**src/rtl/sit_pkg.sv**
```systemverilog
`timescale 1ns / 1ps
// ----------------------------------------------------------------------------
// sit_pkg
// shared sizes, codes and types for the sorted insert table
// ----------------------------------------------------------------------------
package sit_pkg;

    localparam int DEPTH      = 64;
    localparam int WORD_BITS  = 32;
    localparam int IDX_W      = $clog2(DEPTH);
    localparam int CNT_W      = $clog2(DEPTH + 1);
    localparam int GROUP_SIZE = 8;
    localparam int GROUPS     = DEPTH / GROUP_SIZE;

    // operation codes
    localparam logic [1:0] MODE_INSERT = 2'd0;
    localparam logic [1:0] MODE_READ   = 2'd1;
    localparam logic [1:0] MODE_REMOVE = 2'd2;

    // status codes
    localparam logic [1:0] STATUS_OK    = 2'd0;
    localparam logic [1:0] STATUS_FULL  = 2'd1;
    localparam logic [1:0] STATUS_RANGE = 2'd2;

    typedef enum logic [1:0] {
        ST_IDLE,
        ST_EXEC,
        ST_FINISH
    } state_t;

    // command broadcast to every cell
    typedef struct packed {
        logic                 do_insert;
        logic                 do_remove;
        logic [WORD_BITS-1:0] value;
        logic [IDX_W-1:0]     index;
    } cell_op_t;

endpackage

```
**src/rtl/sit_cell.sv**
```systemverilog
`timescale 1ns / 1ps
// ----------------------------------------------------------------------------
// sit_cell
// one list slot: holds an entry, compares it and shifts with its neighbours
// ----------------------------------------------------------------------------
module sit_cell (
    input  logic                          aclk,
    input  logic [sit_pkg::IDX_W-1:0]     cell_idx,
    input  sit_pkg::cell_op_t             op,
    input  logic [sit_pkg::CNT_W-1:0]     count,
    input  logic [sit_pkg::WORD_BITS-1:0] left_entry,
    input  logic                          left_less,
    input  logic [sit_pkg::WORD_BITS-1:0] right_entry,
    output logic [sit_pkg::WORD_BITS-1:0] entry,
    output logic                          less,
    output logic [sit_pkg::WORD_BITS-1:0] read_word
);
    import sit_pkg::*;

    logic [WORD_BITS-1:0] entry_reg;
    logic [WORD_BITS-1:0] entry_next;
    logic                 occupied;

    assign occupied  = {1'b0, cell_idx} < count;
    assign less      = occupied && (entry_reg < op.value);
    assign entry     = entry_reg;
    assign read_word = (cell_idx == op.index) ? entry_reg : '0;

    always_comb begin
        entry_next = entry_reg;
        if (op.do_insert && !less) begin
            // first slot not below the new value takes it, later ones move up
            entry_next = left_less ? op.value : left_entry;
        end else if (op.do_remove && (cell_idx >= op.index)) begin
            entry_next = right_entry;
        end
    end

    always_ff @(posedge aclk) begin
        entry_reg <= entry_next;
    end

endmodule

```
**config.mk**
```make
export PLATFORM = sky130hd
export DESIGN_NAME = sit_cell
export DESIGN_NICKNAME = d
export VERILOG_FILES = /design/src/rtl/sit_pkg.sv /design/src/rtl/sit_cell.sv
export SDC_FILE = /design/constraint.sdc
export NUM_CORES = 1
export LEC_CHECK = 0
export BUFFER_PORTS_ARGS = -buffer_cell sky130_fd_sc_hd__buf_2
export CAP_MARGIN = 25
export CORE_MARGIN = 2
export CORE_UTILIZATION = 40
export CTS_CLUSTER_DIAMETER = 150
export DETAILED_ROUTE_END_ITERATION = 8
export PLACE_DENSITY = 0.83
export REMOVE_ABC_BUFFERS = 1
export SLEW_MARGIN = 10
export SYNTH_ARGS = -nofsm -noshare
export SYNTH_HDL_FRONTEND = slang
export SYNTH_SLANG_ARGS = --single-unit
```
**constraint.sdc**
```tcl
create_clock -name aclk -period 2.6 [get_ports aclk]
set_clock_uncertainty 0.05 [all_clocks]
set_input_delay 0.26 -clock aclk [delete_from_list [all_inputs] [get_ports aclk]]
set_output_delay 0.26 -clock aclk [all_outputs]
set_load 0.1 [all_outputs]
```
==> key figures, run 1 <==
Layout
  – Fill cells: 617
  – Area of the multi-input gates: 1930 µm²
  – Antenna Cells: 0
  – Post-layout instance count excluding filler cells: 613
  – Layout area overhead: 47.6%
  – Largest register FFs: 32
  – Commonest cells after routing, fill and taps aside: 166 x buf_2, 44 x inv_1, 41 x a21oi_1, 41 x ha_1, 36 x nor2_1
  – Commonest non-fill, non-tap cell in the layout: buf_2
  – Reg area: 961 µm²
  – Fin nets: 674
  – Share of layout cells above drive strength 1: 46.5%

Detailed routing
  – DRT iter0 DRCs: 57
  – Routed Antenna Nets: 0
  – Drt wl/cell: 14.5 µm
  – DR vias/cell: 4.91
  – # DRC: 0
  – Drt first pass iters: 6
  – Final WL: 8900 µm
  – Vias: 3007

Outcome
  – Status: completed

Logic synthesis
  – Mux cell area share after synthesis: 15.6%
  – Post-Synthesis Cell Area: 3080 µm²
  – Simple-gate share of the synthesized area: 15.9%
  – Post-Syn Instances: 327
  – Compound-Gate Fraction of Synth Area: 12.4%
  – Synth Register Bits: 32
  – Main combinational cell family by area after synthesis: adder cells
  – Avg Cell Area, Syn: 9.41 µm²
  – Sequential area share after synthesis: 31.2%
  – Post-synthesis xor/xnor area fraction: 0%
  – Adder-cell share of the synthesized area: 17.1%
  – Synth warn: 0
  – Proportion of netlist area held by the largest area contributor: 31.2%
  – Yosys cell types: 31
  – Top cells by area, synth: edfxtp_1 31%, ha_1 17%, mux2_4 14%, and2_1 6.7%, a21oi_1 6.7%
  – Synth area leader: edfxtp_1

STA
  – Worst-margin pin slew: 556 ps
  – RSZ-0062 raised after global routing: true
  – Final setup fails: 0
  – Hold slack final: 225 ps
  – Period utilization: 99.9%
  – Total negative slack: 0 ps
  – Slew Limit Fails: 0
  – Hold Violations, Final: 0
  – Final worst slack: 3.53 ps
  – Relative slew slack: 62.9%
  – Final Critical Period: 2600 ps
  – Fmax: 0.385 GHz

Worst setup path
  – CP Capture Type: flip-flop
  – Reg-to-Reg Start: entry[31]
  – CP max-delay cell: edfxtp_1
  – Peak fanout along the critical path: 16
  – Classification of the worst setup path: flip-flop to flip-flop
  – Cells on worst reg2reg path: 9
  – Most frequent cell on the critical path: buf_4
  – Worst Setup EP: entry[0]
  – FF-to-FF End: entry[0]
  – Worst EP required: 2590 ps
  – Critical-path cell list: ha_1, nand4_1, nor3_2, buf_4, a211oi_2, buf_4, o2bb2ai_4, buf_12, mux2_2
  – Startpoint types: flip-flop
  – Flop-to-flop setup slack: 4 ps
  – Data arrival, critical path: 2580 ps
  – CP max stage delay: 410 ps
  – Worst setup path startpoint: entry[31]

Power
  – Power consumption: 2510 µW
  – P per Cell Area: 553 nW/µm²
  – Worst IR Drop VDD: 0.313 mV
  – P_leak: 0.00236 µW

Die
  – Full die area: 8410 µm²
  – Die Width: 91.7 µm
  – Io pins: 184
  – Row Count: 31
  – Die height: 91.7 µm
  – Initial Utilization: 42.0%
  – CORE AREA: 7330 µm²

Place
  – Worst slack, placed: 27.1 ps
  – Port bufs: 183
  – Post-DP HPWL: 7260 µm
  – Inst Count DP: 602
  – GP Congestion: 0.805

CTS
  – CTS sink cnt: 32
  – Worst-Skew Late Latency: 280 ps
  – CTS tree: built
  – Root Driver: clkbuf_8
  – # H-tree levels: 2
  – Clock slew at reported path FFs: 70 ps
  – Longest Clk Path Bufs: 2
  – TritonCTS Buffers: 5

GRT
  – Vias in the first global route: 3048
  – GRT Overall Usage: 20.3%
  – Initial antenna violation count: 0
  – Largest net degree at the start of global routing: 33
  – Global-route wire length before repair: 13900 µm
  – GRT overflow: 0

Run
  – Max-Cap Viols: 0

Min path
  – HP Class: input pin to flip-flop
[layout make-up]
type | count | area share, %
clock buffers | 7 | 1.68
flip-flops and latches | 32 | 21.2
inverters | 44 | 3.64
repair buffers | 192 | 28.1
clock inverters | 1 | 0.0827
well taps | 99 | 2.73
multi-input cells | 238 | 42.6
[worst max-delay path, delay by kind of cell, from the launching register on]
family | cells | cell delay, ps
buf+inv | 3 | 520
simple gates | 2 | 440
flops | 1 | 410
mux | 1 | 340
fa+ha+maj | 1 | 320
compound gates | 2 | 270
[metal layers]
metal  up-vias  GRT usage [%]  wire length [µm]
met4         0           4.17                71
met2       122           39.6              4710
met3         6           4.27               654
met1      1373           22.4              3470
met5         -              0                 0
li1       1506              -                 -
[cell usage after synthesis (all sizes together)]
master	number
nor2b	1
nand2	12
or3	1
a211oi	6
a21oi	41
and4	1
and2	33
a221o	1
nand3	3
and4b	1
inv	44
nor3	3
a41oi	1
edfxtp	32
o2bb2ai	1
nand4	3
a221oi	1
nand2b	2
nor2	37
ha	42
o21bai	1
o21ai	9
mux2	33
o32a	1
a21o	3
buf	3
clkbuf	10
and3	1
[worst min-delay path by stage]
stage,from,end,slack (ps),cells after the start
finish,right_entry[5],entry[5],220,2
global route,right_entry[3],entry[3],220,2
CTS,right_entry[16],entry[16],210,2
detailed placement,right_entry[12],entry[12],510,2
global placement,right_entry[28],entry[28],510,2
floorplan,right_entry[10],entry[10],430,1
[power breakdown]
part / switching, µW / total (µW) / internal, µW
sequential: 60.8 / 743 / 683
combinational: 967 / 1400 / 430
clock: 185 / 371 / 186
[metrics by stage]
stage          instance area (µm²)  utilization (%)
6_report                      4540             61.9
5_1_grt                       4540             61.9
4_1_cts                       4500             61.3
3_5_place_dp                  4400             60.0
3_3_place_gp                  4400             60.0
2_1_floorplan                 3000                -
[logic make-up (layout without fill, tap and decap cells)]
family	count (synthesis)	count (layout)
fa+ha+maj	42	42
compound gates	65	65
buf+inv	57	244
mux	33	33
simple gates	98	98
flops	32	32
[what timing repair did]
item                                    in CTS  in global routing
buffers inserted                             1                  2
endpoints found under the setup margin       1                 65
hold buffers                                 0                  0
pin swaps                                    1                  0
gates resized for setup                      2                  5
No activity file was read; power rests on OpenSTA's default activity.
==> run 2: changes to the inputs <==
CORE_UTILIZATION = 29   (was 40)
CTS_CLUSTER_DIAMETER = not set   (was 150)
PLACE_DENSITY = 0.65   (was 0.83)
REMOVE_ABC_BUFFERS = not set   (was 1)
==> key figures, run 2 (synthesized netlist as in run 1, its figures left out) <==
Layout
  – Antenna Cells: 0 (unchanged)
  – Final Cell Area: 4920 µm² (was 4540 µm²)
  – Largest register FFs: 32 (unchanged)
  – Fill cells: 1013 (was 617)
  – Commonest non-fill, non-tap cell in the layout: buf_2 (unchanged)
  – Fin nets: 697 (was 674)
  – Share of layout cells above drive strength 1: 51.6% (was 46.5%)
  – Utilization after layout: 47.6% (was 61.9%)
  – Commonest cells after routing, fill and taps aside: 164 x buf_2, 44 x inv_1, 39 x a21oi_1, 36 x nor2_1, 34 x ha_1 (was 166 x buf_2, 44 x inv_1, 41 x a21oi_1, 41 x ha_1, 36 x nor2_1)
  – Post-layout instance count excluding filler cells: 673 (was 613)
  – Layout area overhead: 59.8% (was 47.6%)

Power
  – Clk network pwr share: 14.8% (about the same)
  – Sw Share: 47.9% (was 48.3%)
  – P_leak: 0.00250 µW (was 0.00236 µW)
  – Internal cell power: 1380 µW (was 1300 µW)
  – P per Cell Area: 540 nW/µm² (was 553 nW/µm²)
  – Worst IR Drop VDD: 0.304 mV (was 0.313 mV)
  – Switching power: 1270 µW (was 1210 µW)
  – Combinational share of power: 57.3% (was 55.6%)
  – Seq pwr share: 27.9% (was 29.6%)

Die
  – Die Width: 107 µm (was 91.7 µm)
  – Die height: 107 µm (was 91.7 µm)
  – Row Count: 37 (was 31)
  – Initial Utilization: 29.8% (was 42.0%)
  – Io pins: 184 (unchanged)
  – CORE AREA: 10300 µm² (was 7330 µm²)
  – Full die area: 11400 µm² (was 8410 µm²)

Worst setup path
  – Critical-path cell list: ha_1, nand4_1, nor2_1, or3_1, a211oi_2, o2bb2ai_4, clkbuf_16, mux2_4 (was ha_1, nand4_1, nor3_2, buf_4, a211oi_2, buf_4, o2bb2ai_4, buf_12, mux2_2)
  – Peak fanout along the critical path: 8 (was 16)
  – CP Capture Type: flip-flop (unchanged)
  – Classification of the worst setup path: flip-flop to flip-flop (unchanged)
  – CP max stage delay: 400 ps (was 410 ps)
  – CP max-delay cell: edfxtp_1 (unchanged)
  – Data arrival, critical path: 2580 ps (about the same)
  – Startpoint types: flip-flop (unchanged)
  – Worst EP required: 2590 ps (about the same)

Detailed routing
  – Routed Antenna Nets: 0 (unchanged)
  – DR vias/cell: 4.59 (was 4.91)
  – Drt wl/cell: 14.0 µm (was 14.5 µm)
  – Final WL: 9400 µm (was 8900 µm)
  – Vias: 3091 (was 3007)
  – DRT iter0 DRCs: 123 (was 57)
  – Drt first pass iters: 4 (was 6)
  – # DRC: 0 (unchanged)

GRT
  – Initial antenna violation count: 0 (unchanged)
  – Vias in the first global route: 3114 (was 3048)
  – Largest net degree at the start of global routing: 46 (was 33)
  – GRT overflow: 0 (unchanged)
  – Global-route wire length before repair: 14200 µm (was 13900 µm)
  – GRT Overall Usage: 15.5% (was 20.3%)

Min path
  – HP Class: input pin to flip-flop (unchanged)

CTS
  – Root Driver: clkbuf_8 (unchanged)
  – Longest Clk Path Bufs: 2 (unchanged)
  – Worst-Skew Late Latency: 290 ps (was 280 ps)
  – CTS sink cnt: 32 (unchanged)
  – Clock slew at reported path FFs: 80 ps (was 70 ps)
  – CTS Hold Bufs: 0 (unchanged)
  – # H-tree levels: 2 (unchanged)
  – TritonCTS Buffers: 5 (unchanged)
  – CTS tree: built (unchanged)

Place
  – Placed Area: 4600 µm² (was 4400 µm²)
  – Post-DP HPWL: 7460 µm (was 7260 µm)
  – Port bufs: 183 (unchanged)
  – Inst Count DP: 654 (was 602)
  – GP Congestion: 0.812 (was 0.805)

STA
  – Final Critical Period: 2590 ps (was 2600 ps)
  – Relative slew slack: 67.4% (was 62.9%)
  – Final setup fails: 0 (unchanged)
  – Fmax: 0.386 GHz (was 0.385 GHz)
  – Total negative slack: 0 ps (unchanged)
  – Period utilization: 99.6% (was 99.9%)
  – Slew Limit Fails: 0 (unchanged)
  – Worst-margin pin slew: 493 ps (was 556 ps)
  – RSZ-0062 raised after global routing: true (unchanged)
  – Hold Violations, Final: 0 (unchanged)

Outcome
  – Status: completed (unchanged)

Logic synthesis
  – Mapped Nets: 488

Run
  – Max-Cap Viols: 0 (unchanged)
## run 2: cell type report
class | instances | area (µm²) | area share (%)
clock buffers | 5 | 68.8 | 1.40
clock inverters | 3 | 18.8 | 0.382
inverters | 44 | 165 | 3.36
multi-input cells | 239 | 2050 | 41.7
flip-flops and latches | 32 | 961 | 19.5
well taps | 136 | 170 | 3.46
repair buffers | 214 | 1480 | 30.1
## run 2: power groups by stage
stage	logic [µW]	registers [µW]	clock network, µW
floorplan	524	1280	0
global placement	1410	744	0
detailed placement	1430	750	0
CTS	1470	737	409
global route	1620	753	426
finish	1520	742	392
## run 2: per-layer routing
layer	track usage, %	wire length, µm
met5	0	0
met2	29.1	4810
met3	3.95	656
met4	4.45	72
met1	17.1	3860
## run 2: worst paths after layout
check             cells past startpoint  slack [ps]       startpoint         to
setup / recovery                      8          10        entry[28]   entry[6]
setup reg to reg                      8          10        entry[28]   entry[6]
hold / removal                        2         220  right_entry[12]  entry[12]
hold reg to reg                       7        1390        entry[15]  entry[28]
## run 2: worst max-delay path, delay by kind of cell (launching register included)
| kind | cells | cell delay (ps) |
|---|---|---|
| and+or+nand+nor | 3 | 600 |
| AOI/OAI and AO/OA | 2 | 490 |
| muxes | 1 | 290 |
| buffers and inverters | 1 | 220 |
| adders and majority gates | 1 | 290 |
| DFF | 1 | 400 |
## run 2: repair_timing
action | CTS | global route
pin swaps | 6 | 8
gates cloned | 0 | 2
setup endpoints to repair | 65 | 65
buffers inserted | 4 | 5
resized for setup | 8 | 11
## run 2: per-stage QoR
step	worst slack, ps	total power (µW)	hold WS (ps)
floorplan	-392	1800	428
global placement	-38.8	2160	512
detailed placement	-110	2180	515
CTS	3.81	2620	213
global route	-72.0	2790	212
finish	10.1	2650	221
==> run 3: changes to the inputs <==
CELL_PAD_IN_SITES_DETAIL_PLACEMENT = 1   (was not set)
CELL_PAD_IN_SITES_GLOBAL_PLACEMENT = 1   (was not set)
CORE_UTILIZATION = 28   (was 29)
PLACE_DENSITY = 0.82   (was 0.65)
==> key figures, run 3 (synthesized netlist as in run 1, its figures left out) <==
Outcome
  – Status: completed (unchanged)

Power
  – Sw Share: 48.2% (was 47.9%)
  – Power consumption: 2620 µW (was 2650 µW)
  – Seq pwr share: 28.5% (was 27.9%)
  – Worst IR Drop VDD: 0.271 mV (was 0.304 mV)
  – Internal cell power: 1360 µW (was 1380 µW)
  – P_leak: 0.00244 µW (was 0.00250 µW)
  – Switching power: 1270 µW (about the same)
  – Clk network pwr share: 14.0% (was 14.8%)
  – Combinational share of power: 57.5% (was 57.3%)
  – P per Cell Area: 544 nW/µm² (was 540 nW/µm²)

Layout
  – Layout area overhead: 56.9% (was 59.8%)
  – Largest register FFs: 32 (unchanged)
  – Commonest cells after routing, fill and taps aside: 165 x buf_2, 44 x inv_1, 37 x a21oi_1, 36 x nor2_1, 34 x ha_1 (was 164 x buf_2, 44 x inv_1, 39 x a21oi_1, 36 x nor2_1, 34 x ha_1)
  – Commonest non-fill, non-tap cell in the layout: buf_2 (unchanged)
  – Final Cell Area: 4820 µm² (was 4920 µm²)
  – Share of layout cells above drive strength 1: 50.8% (was 51.6%)
  – Fin nets: 687 (was 697)
  – Antenna Cells: 0 (unchanged)

Detailed routing
  – # DRC: 0 (unchanged)
  – DR vias/cell: 4.73 (was 4.59)
  – Routed Antenna Nets: 0 (unchanged)
  – Drt first pass iters: 4 (unchanged)
  – Final WL: 10800 µm (was 9400 µm)
  – DRT iter0 DRCs: 58 (was 123)
  – Vias: 3151 (was 3091)
  – Drt wl/cell: 16.2 µm (was 14.0 µm)

Worst setup path
  – Startpoint types: flip-flop (unchanged)
  – Classification of the worst setup path: flip-flop to flip-flop (unchanged)
  – Flop-to-flop setup slack: 5 ps (was 10 ps)
  – CP Capture Type: flip-flop (unchanged)
  – Worst EP required: 2580 ps (was 2590 ps)
  – Worst Setup EP: entry[16] (was entry[6])
  – Cells on worst reg2reg path: 8 (unchanged)
  – Data arrival, critical path: 2570 ps (was 2580 ps)
  – Peak fanout along the critical path: 9 (was 8)
  – Reg-to-Reg Start: entry[31] (was entry[28])
  – Worst setup path startpoint: entry[31] (was entry[28])
  – FF-to-FF End: entry[16] (was entry[6])

GRT
  – GRT Overall Usage: 16.5% (was 15.5%)
  – Largest net degree at the start of global routing: 35 (was 46)
  – GRT overflow: 0 (unchanged)
  – Global-route wire length before repair: 15000 µm (was 14200 µm)
  – Vias in the first global route: 3200 (was 3114)
  – Initial antenna violation count: 1 (was 0)

STA
  – RSZ-0062 raised after global routing: true (unchanged)
  – Slew Limit Fails: 0 (unchanged)
  – Worst-margin pin slew: 567 ps (was 493 ps)
  – Period utilization: 99.8% (was 99.6%)
  – Fmax: 0.385 GHz (was 0.386 GHz)
  – Hold slack final: 230 ps (was 221 ps)
  – Relative slew slack: 62.2% (was 67.4%)
  – Final Critical Period: 2600 ps (was 2590 ps)
  – Hold Violations, Final: 0 (unchanged)
  – Final setup fails: 0 (unchanged)

CTS
  – CTS Hold Bufs: 0 (unchanged)
  – TritonCTS Buffers: 5 (unchanged)
  – CTS tree: built (unchanged)
  – # H-tree levels: 2 (unchanged)
  – Longest Clk Path Bufs: 2 (unchanged)
  – CTS sink cnt: 32 (unchanged)
  – Root Driver: clkbuf_8 (unchanged)
  – Worst-Skew Late Latency: 280 ps (was 290 ps)
  – Clock slew at reported path FFs: 70 ps (was 80 ps)

Die
  – CORE AREA: 10800 µm² (was 10300 µm²)
  – Io pins: 184 (unchanged)
  – Initial Utilization: 28.5% (was 29.8%)
  – Row Count: 38 (was 37)
  – Die Width: 109 µm (was 107 µm)
  – Die height: 109 µm (was 107 µm)
  – Full die area: 11800 µm² (was 11400 µm²)

Run
  – Max-Cap Viols: 0 (unchanged)

Place
  – Placed Area: 4490 µm² (was 4600 µm²)
  – Post-DP HPWL: 8410 µm (was 7460 µm)
  – GP Congestion: 0.829 (was 0.812)
  – Port bufs: 183 (unchanged)

Min path
  – HP Class: input pin to flip-flop (unchanged)

Logic synthesis
  – Mapped Nets: 488 (unchanged)
run 3: cell count changes in the layout (fill, tap and decap cells not counted), sizes merged:
cell	previous run	this run
clkinv	3	1
clkbuf	6	7
buf	213	203
run 3: layout make-up:
cell class | instances | area [µm²]
fill | 1320 | 5970
clock inverter | 1 | 5.00
clock buffer | 6 | 72.6
multi-input combinational | 239 | 2060
inverter | 44 | 165
tap | 140 | 175
timing repair buffer | 204 | 1380
sequential | 32 | 961
run 3: routing by layer:
metal | global-route usage (%) | up-vias | share of wire (%)
li1 | - | 1531 | -
met1 | 17.4 | 1478 | 38
met2 | 31.9 | 121 | 53
met3 | 4.54 | 19 | 7.3
met4 | 4.21 | 2 | 1.7
met5 | 0 | - | 0.15
run 3: through the flow:
stage / setup TNS [ps] / setup WS (ps) / utilization (%) / cells
floorplan: -23990 / -392 / - / 327
global placement: -545 / -34.4 / 41.6 / 646
detailed placement: -3770 / -84.4 / 41.6 / 646
CTS: 0 / 2.00 / 42.6 / 656
global route: -2930 / -119 / 44.7 / 666
finish: 0 / 4.96 / 44.7 / 666
run 3: worst min path at each step:
stage                          startpoint        end  slack (ps)  cells after the start
after floorplan           right_entry[10]  entry[10]         430                      1
after global placement    right_entry[29]  entry[29]         510                      2
after detailed placement  right_entry[14]  entry[14]         510                      2
after CTS                 right_entry[14]  entry[14]         220                      2
after global routing      right_entry[26]  entry[26]         220                      2
final                     right_entry[14]  entry[14]         230                      2
run 3: power by group through the flow:
| stage | logic, µW | registers, µW | clock network (µW) |
|---|---|---|---|
| finish | 1510 | 747 | 367 |
| global route | 1600 | 758 | 403 |
| CTS | 1410 | 743 | 390 |
| detailed placement | 1390 | 757 | 0 |
| global placement | 1360 | 751 | 0 |
| floorplan | 524 | 1280 | 0 |
run 3: worst max-delay path: stages (launching register included):
cell and delay [ps]:
edfxtp_1 450, ha_4 310, nand4_1 210, nor3_2 200
buf_4 150, and3_1 190, o2bb2ai_4 220, clkbuf_16 250
mux2_4 300
run 3: timing repair:
item / in CTS / in global routing
gates cloned: 0 / 2
resized for setup: 4 / 17
setup buffers: 3 / 8
setup endpoints to repair: 65 / 65
pin swaps: 6 / 13
